[src/hdl/bba_pkg.sv]
// Package of the buddy block allocator: payload types, status codes,
// controller commands and the status returned by the datapath. No dependencies.
`default_nettype none
package bba_pkg;

  localparam int SIZE_W = 32;
  localparam int OFF_W  = 31;
  localparam int CFG_W  = 5;
  localparam int ORD_W  = 6;

  localparam logic [CFG_W-1:0] RST_LO_ORD = 5'd0;
  localparam logic [CFG_W-1:0] RST_HI_ORD = 5'd7;

  localparam logic CFG_LO_ORD = 1'b0;
  localparam logic CFG_HI_ORD = 1'b1;

  localparam logic CMD_ALLOC = 1'b0;
  localparam logic CMD_FREE  = 1'b1;

  typedef enum logic [2:0] {
    ST_OK         = 3'd0,
    ST_ZERO       = 3'd1,
    ST_TOO_BIG    = 3'd2,
    ST_EXHAUSTED  = 3'd3,
    ST_BAD_CONFIG = 3'd4,
    ST_BAD_FREE   = 3'd5
  } status_e;

  typedef struct packed {
    logic              command;
    logic [SIZE_W-1:0] request_size;
    logic [OFF_W-1:0]  block_offset;
  } req_t;

  typedef struct packed {
    logic [2:0]       status;
    logic [OFF_W-1:0] result_offset;
  } rsp_t;

  typedef enum logic [4:0] {
    OP_NONE,
    OP_INIT,
    OP_LOAD,
    OP_ORD_STEP,
    OP_ALLOC_SETUP,
    OP_FREE_SETUP,
    OP_LVL_INC,
    OP_POP,
    OP_TAKE,
    OP_SPLIT,
    OP_SRCH_START,
    OP_SRCH_NEXT,
    OP_MOVE_RD,
    OP_MOVE_WR,
    OP_MERGE,
    OP_PUSH,
    OP_FINISH
  } dp_op_e;

  typedef struct packed {
    dp_op_e  op;
    status_e code;
  } ctl_cmd_t;

  typedef struct packed {
    logic init_pending;
    logic cfg_good;
    logic is_free;
    logic size_zero;
    logic ord_more;
    logic need_big;
    logic free_bad;
    logic lvl_gt_top;
    logic lvl_lt_top;
    logic fill_zero;
    logic split_more;
    logic match;
    logic ptr_zero;
    logic move_more;
    logic out_busy;
  } dp_stat_t;

endpackage
`default_nettype wire

[src/hdl/bba_ctrl.sv]
// Controller state machine of the buddy block allocator.
// Uses bba_pkg; drives commands into bba_dp and reads its status.
`default_nettype none
module bba_ctrl import bba_pkg::*; (
  input  logic     clk_i,
  input  logic     rst_ni,
  input  logic     req_valid_i,
  output logic     req_ready_o,
  input  dp_stat_t stat_i,
  output ctl_cmd_t cmd_o
);

  typedef enum logic [3:0] {
    S_IDLE, S_ORD, S_CHK, S_ASRCH, S_AWAIT, S_ASPLIT,
    S_FLVL, S_FCMP, S_FMOVE, S_FMCHK, S_FPUSH, S_FIN
  } state_e;

  state_e  state_q, state_d;
  status_e code_q, code_d;

  always_comb begin
    state_d     = state_q;
    code_d      = code_q;
    cmd_o.op    = OP_NONE;
    cmd_o.code  = code_q;
    req_ready_o = (state_q == S_IDLE) && !stat_i.init_pending;
    unique case (state_q)
      S_IDLE: begin
        if (stat_i.init_pending) begin
          cmd_o.op = OP_INIT;
        end else if (req_valid_i) begin
          cmd_o.op = OP_LOAD;
          state_d  = S_ORD;
        end
      end
      S_ORD: begin
        if (stat_i.ord_more) begin
          cmd_o.op = OP_ORD_STEP;
        end else begin
          state_d = S_CHK;
        end
      end
      S_CHK: begin
        if (!stat_i.cfg_good) begin
          code_d  = ST_BAD_CONFIG;
          state_d = S_FIN;
        end else if (stat_i.is_free) begin
          if (stat_i.free_bad) begin
            code_d  = ST_BAD_FREE;
            state_d = S_FIN;
          end else begin
            cmd_o.op = OP_FREE_SETUP;
            state_d  = S_FLVL;
          end
        end else if (stat_i.size_zero) begin
          code_d  = ST_ZERO;
          state_d = S_FIN;
        end else if (stat_i.need_big) begin
          code_d  = ST_TOO_BIG;
          state_d = S_FIN;
        end else begin
          cmd_o.op = OP_ALLOC_SETUP;
          state_d  = S_ASRCH;
        end
      end
      S_ASRCH: begin
        if (stat_i.lvl_gt_top) begin
          code_d  = ST_EXHAUSTED;
          state_d = S_FIN;
        end else if (stat_i.fill_zero) begin
          cmd_o.op = OP_LVL_INC;
        end else begin
          cmd_o.op = OP_POP;
          state_d  = S_AWAIT;
        end
      end
      S_AWAIT: begin
        cmd_o.op = OP_TAKE;
        state_d  = S_ASPLIT;
      end
      S_ASPLIT: begin
        if (stat_i.split_more) begin
          cmd_o.op = OP_SPLIT;
        end else begin
          code_d  = ST_OK;
          state_d = S_FIN;
        end
      end
      S_FLVL: begin
        if (stat_i.lvl_lt_top && !stat_i.fill_zero) begin
          cmd_o.op = OP_SRCH_START;
          state_d  = S_FCMP;
        end else begin
          state_d = S_FPUSH;
        end
      end
      S_FCMP: begin
        if (stat_i.match) begin
          if (stat_i.move_more) begin
            cmd_o.op = OP_MOVE_RD;
            state_d  = S_FMOVE;
          end else begin
            cmd_o.op = OP_MERGE;
            state_d  = S_FLVL;
          end
        end else if (stat_i.ptr_zero) begin
          state_d = S_FPUSH;
        end else begin
          cmd_o.op = OP_SRCH_NEXT;
        end
      end
      S_FMOVE: begin
        cmd_o.op = OP_MOVE_WR;
        state_d  = S_FMCHK;
      end
      S_FMCHK: begin
        if (stat_i.move_more) begin
          cmd_o.op = OP_MOVE_RD;
          state_d  = S_FMOVE;
        end else begin
          cmd_o.op = OP_MERGE;
          state_d  = S_FLVL;
        end
      end
      S_FPUSH: begin
        cmd_o.op = OP_PUSH;
        code_d   = ST_OK;
        state_d  = S_FIN;
      end
      S_FIN: begin
        if (!stat_i.out_busy) begin
          cmd_o.op = OP_FINISH;
          state_d  = S_IDLE;
        end
      end
      default: state_d = S_IDLE;
    endcase
  end

  always_ff @(posedge clk_i or negedge rst_ni) begin
    if (!rst_ni) begin
      state_q <= S_IDLE;
      code_q  <= ST_OK;
    end else begin
      state_q <= state_d;
      code_q  <= code_d;
    end
  end

  a_init_blocks_load: assert property (@(posedge clk_i) disable iff (!rst_ni)
    (cmd_o.op == OP_LOAD) |-> !stat_i.init_pending)
    else $error("transaction accepted before the free state was restored");
  a_finish_free_slot: assert property (@(posedge clk_i) disable iff (!rst_ni)
    (cmd_o.op == OP_FINISH) |-> !stat_i.out_busy)
    else $error("result overwrites a pending transaction");
  a_pop_nonempty: assert property (@(posedge clk_i) disable iff (!rst_ni)
    (cmd_o.op == OP_POP) |-> (!stat_i.fill_zero && !stat_i.lvl_gt_top))
    else $error("pop from an empty free stack");

endmodule
`default_nettype wire

[config.mk]
export PLATFORM = sky130hd
export DESIGN_NAME = bba_ctrl
export DESIGN_NICKNAME = d
export VERILOG_FILES = /design/src/hdl/bba_pkg.sv /design/src/hdl/bba_ctrl.sv
export SDC_FILE = /design/constraint.sdc
export NUM_CORES = 1
export LEC_CHECK = 0
export BUFFER_PORTS_ARGS = -buffer_cell sky130_fd_sc_hd__buf_2
export CAP_MARGIN = 20
export CORE_AREA = 4 4 58 60
export CTS_CLUSTER_DIAMETER = 150
export DETAILED_ROUTE_END_ITERATION = 7
export DIE_AREA = 0 0 62 64
export GPL_ROUTABILITY_DRIVEN = 0
export GPL_TIMING_DRIVEN = 0
export MAX_ROUTING_LAYER = met4
export PLACE_DENSITY_LB_ADDON = 0.05
export SYNTH_ARGS = -nofsm -noshare
export SYNTH_HDL_FRONTEND = slang
export SYNTH_SLANG_ARGS = --single-unit
[constraint.sdc]
create_clock -name clk_i -period 2.4 [get_ports clk_i]
set_clock_uncertainty 0.05 [all_clocks]
set_input_delay 0.36 -clock clk_i [delete_from_list [all_inputs] [get_ports clk_i]]
set_output_delay 0.36 -clock clk_i [all_outputs]
set_load 0.005 [all_outputs]
======== Yosys cells after proc, flatten, opt, wreduce, memory -nomap -nowiden ========
Index checks and enable logic that the tools add are counted.
W data, S select, Z words.
storage, ports and cells
  flip-flop bits (word level) ............. 7
  latch bits .............................. 0
  memory bits (writable) .................. 0
  memory bits (read-only) ................. 0
  bits of input ports ..................... 18
  output and inout bits ................... 9
  word-level logic and storage cells ...... 73
  memories ................................ 0
cells by class
  add/subtract/negate cells ............... 0
  multipliers ............................. 0
  divide/modulo/power cells ............... 0
  $lt $le $gt $ge ......................... 0
  equality and inequality tests ........... 21
  shift operators ......................... 0
  mux-type cells .......................... 42
  bitwise logic cells ..................... 0
  reduce and logical (&&, ||, !) cells .... 8
operators with widths
  cell                  number
  $mux W4               19
  $pmux W5 S12          1
  $pmux W4 S12          1
  $mux W3               11
  $mux W5               4
  $eq A4 B3 Y1 const B  4
  $eq A4 B4 Y1 const B  4
  $ne A2 B2 Y1 const B  6
  $pmux W3 S4           1
  $eq A4 B2 Y1 const B  2
  $mux W2               4
  $reduce_and A7 Y1     1
  $ne A3 B3 Y1 const B  2
  $ne A5 B5 Y1 const B  1
  $reduce_and A5 Y1     1
  $eq A4 B1 Y1 const B  1
  $logic_not A4 Y1      1
  $ne A4 B4 Y1 const B  1
  $reduce_bool A4 Y1    1
  $logic_and A1 B1 Y1   2
  $logic_not A1 Y1      2
  $mux W1               1

======== Longest topological paths before layout ========
  depth in word-level cells ............... 5
  mapped depth ............................ 7
  gate-level depth less buffers ........... 5

======== Least setup slack after synthesis ========
OpenSTA, ideal clock, no wires.
  path type ............................... flip-flop to output port
  start ................................... register state_q[0]
  end ..................................... output cmd_o[4] (netlist name)
  data arrival time ....................... 1.406 ns
  required time ........................... 1.990 ns
  slack ................................... 0.584 ns
  cell stages (with the launch flop) ...... 7
  path buffers ............................ 3
  path through ............................ dfrtp_1 buf_4 buf_2 buf_1 nand2_1 a311o_1 o311ai_0
RTL lines
  element                 RTL line         RTL
  start, declared         bba_ctrl.sv:18   state_e state_q, state_d;
  start signal, assigned  bba_ctrl.sv:145  state_q <= state_d;
  end, declared           bba_ctrl.sv:10   output ctl_cmd_t cmd_o

==> out/metrics.yaml <==
num_rows: 20
synthTopCellsByArea: "dfrtp_1 (19%), a21oi_1 (7.0%), nor2_1 (6.9%)"
drive_gt1_share_pct: 29.22
grt_pass1_wl_um: 4705
critical_path.max_fanout: 10
avgSynthCellArea_um2: 7.517
area_growth_pct: 23.41
ys_warn_count: 0
critPathSlowestCell: "dfrtp_1"
cts-buffers-inserted: 3
leakagePower_uw: 0.0004904
cts-htree-levels: 1
placed_area_mm2: 0.001096
dieArea_mm2: 0.003968
hold_viol_final: 0
root_buffer: "clkbuf_4"
yosysTopAreaCell: "dfrtp_1"
crit_top_cell: "clkbuf_4"
min_from: "stat_i[0]"
powerDensity_mw_per_mm2: 1212
worst-r2r-cell-count: 6
hpwlAfterDp_um: 2280
syn_inst: 123
end_kind: "output pin"
drtPass1Iterations: 4
clockBufferDepth: 2
cts_sinks: 7
grt_usage_pct: 15.81
vias: 1051
ys_types: 41
antenna_cells: 0
tightest_slew_ns: 0.4510
multi_input_area_um2: 698.2
irDropWorstVdd_uv: 529.0
fp.dieH_um: 64
post_cts_buffers: 0
path_delay_family: "buffers and inverters"
startpoint: "state_q[0]"
antenna_found_initial: 0
fmax_mhz: 441.6
syn_area_um2: 924.6
design.core.area_mm2: 0.002928
wl_per_cell_um: 15.14
seqCellArea_um2: 176.4
start_kind: "flop"
fin_util_pct: 38.97
cap_violations: 0
ys_async_sr_fraction_pct: 100.0
clk_latency_ns: 0.25
fin_setup_tns_ns: 0
synth_edf_count: 0
crit_required_ns: 1.99
finalSetupViolCount: 0
grt_pass1_vias: 1009
initial_core_util_pct: 31.58
r2r-end: "code_q[2]"
status: "complete, no violations"
cp_cell_sequence: "buf_4 -> clkbuf_4 -> clkbuf_4 -> nand2_1 -> a311o_1 -> o311ai_0 -> buf_2"
final_area_mm2: 0.001141
ys_seq_area_share_pct: 18.94
die_x_um: 62
viasPerCell: 5.620
syn_nets: 141
critical_path.max_stage_delay_ns: 0.34
io_buffer_count: 26
critPathBufInv: 4
dp.cells: 182
ant_nets: 0
ios: 27
layout.cells.non_filler: 187
drc: 0
rsz0062_at_grt: "false"
reg2reg_from: "state_q[2]"
arrival_ns: 1.85
hold_depth: 2
fin_crit_sh_pct: 94.35
grt_overflow: 0
drt_iter0_markers: 25
drt_wl_total_um: 2831
crit_type: "flop to output pin"
ys_ff_latch: 7
min_period_ns: 2.264
drv_slew: 0
yosys.area.top_type_share_pct: 18.94
hp-class: "input port to flop"
min_delay_worst_endpoint: "state_q[3]"
cts_tree: "built"
synthFlopType: "dfrtp_1"
fillers: 323
grt_max_degree: 11
finalPower_uw: 1384
max_slew_margin_pct: 69.93
regToRegSetupSlack_ns: 0.40
clkTransAtPathRegs_ns: 0.05
nets: 173
==> per-stage QoR <==
step           setup slack, ns  hold slack, ns
2_1_floorplan           0.5842         0.01441
3_3_place_gp            0.2005          0.1440
3_5_place_dp            0.1710          0.1486
4_1_cts                0.01359          0.3253
5_1_grt                0.02614          0.3228
6_report                0.1357          0.3233
==> state kept, by name, indices dropped and copies added, names as in the netlist <==
register / flops
state_q: 4
code_q: 3
==> timing repair <==
| item | CTS | global route |
|---|---|---|
| gates resized for setup | 1 | 5 |
| endpoints found under the setup margin | 2 | 1 |
| cloned | 0 | 0 |
| hold buffers | 1 | 0 |
| hold endpoints to repair | 7 | 0 |
==> cells by family after synthesis <==
group | Yosys count | synth area share, %
DFF | 7 | 18.94
and+or+nand+nor | 64 | 39.92
AOI/OAI and AO/OA | 36 | 28.82
xor gates and xnor gates | 1 | 0.9474
muxes | 5 | 5.819
buffers and inverters | 10 | 5.546
==> synth_stat cells (all sizes together), types with 2 or more instances <==
cell type	instances
nor2	17
a21oi	13
nand2	13
buf	8
dfrtp	7
nor2b	6
nor3	6
nand2b	5
o21ai	5
a31oi	4
nor3b	4
mux2	3
or3	3
a221o	2
a22o	2
mux2i	2
nand3b	2
o211ai	2
==> metal layers <==
metal  vias up  share of wire, %  global-route usage, %
met5         -                 0                      -
met4         0                 0                 0.5305
met2        28                50                  24.87
met1       504                45                  21.57
met3         0               4.8                  3.838
li1        519                 -                      -
==> worst register-to-register path, cell delays in order (launching register included) <==
cell and delay (ns):
dfrtp_1 0.47, or2_0 0.23, buf_2 0.16, nor3b_4 0.26, or3_1 0.16, o2111ai_2 0.19
mux2_1 0.36
==> final cells by class <==
cell class	count	area share [%]
plain buffers	9	4.825
clock buffers	4	2.303
inverters	1	0.3289
multi-input cells	106	61.18
flip-flops and latches	7	15.46
well taps	33	3.618
repair buffers	27	12.28
==> how the worst max path moves through the flow <==
stage / end / cells after the start
final: cmd_o[4] / 7
after global routing: cmd_o[4] / 7
after CTS: cmd_o[4] / 8
after detailed placement: cmd_o[4] / 7
after global placement: cmd_o[4] / 7
after floorplan: cmd_o[4] / 6
==> layout by cell type (no fill, tap or decap), types with 2 or more instances in the layout <==
cell type	netlist	routed
nand2_1	13	13
a21oi_1	13	13
buf_2	5	30
clkbuf_4	0	5
nor3b_1	3	3
mux2_1	3	3
nor3_1	6	6
mux2i_1	2	2
buf_4	2	2
o21ai_0	5	5
a221o_1	2	2
o211ai_1	2	2
nor2b_1	6	6
a31oi_1	4	4
or3_1	3	3
nor2_1	17	17
nand3b_1	2	2
nand2b_1	5	5
dfrtp_1	7	6
==> power by group <==
| part | internal (uW) | switching (uW) | leakage [uW] |
|---|---|---|---|
| Clock | 63.3 | 40.8 | 0.0000150 |
| Combinational | 480 | 572 | 0.000391 |
| Sequential | 179 | 49.6 | 0.0000844 |
No activity file was read; power rests on OpenSTA's default activity.
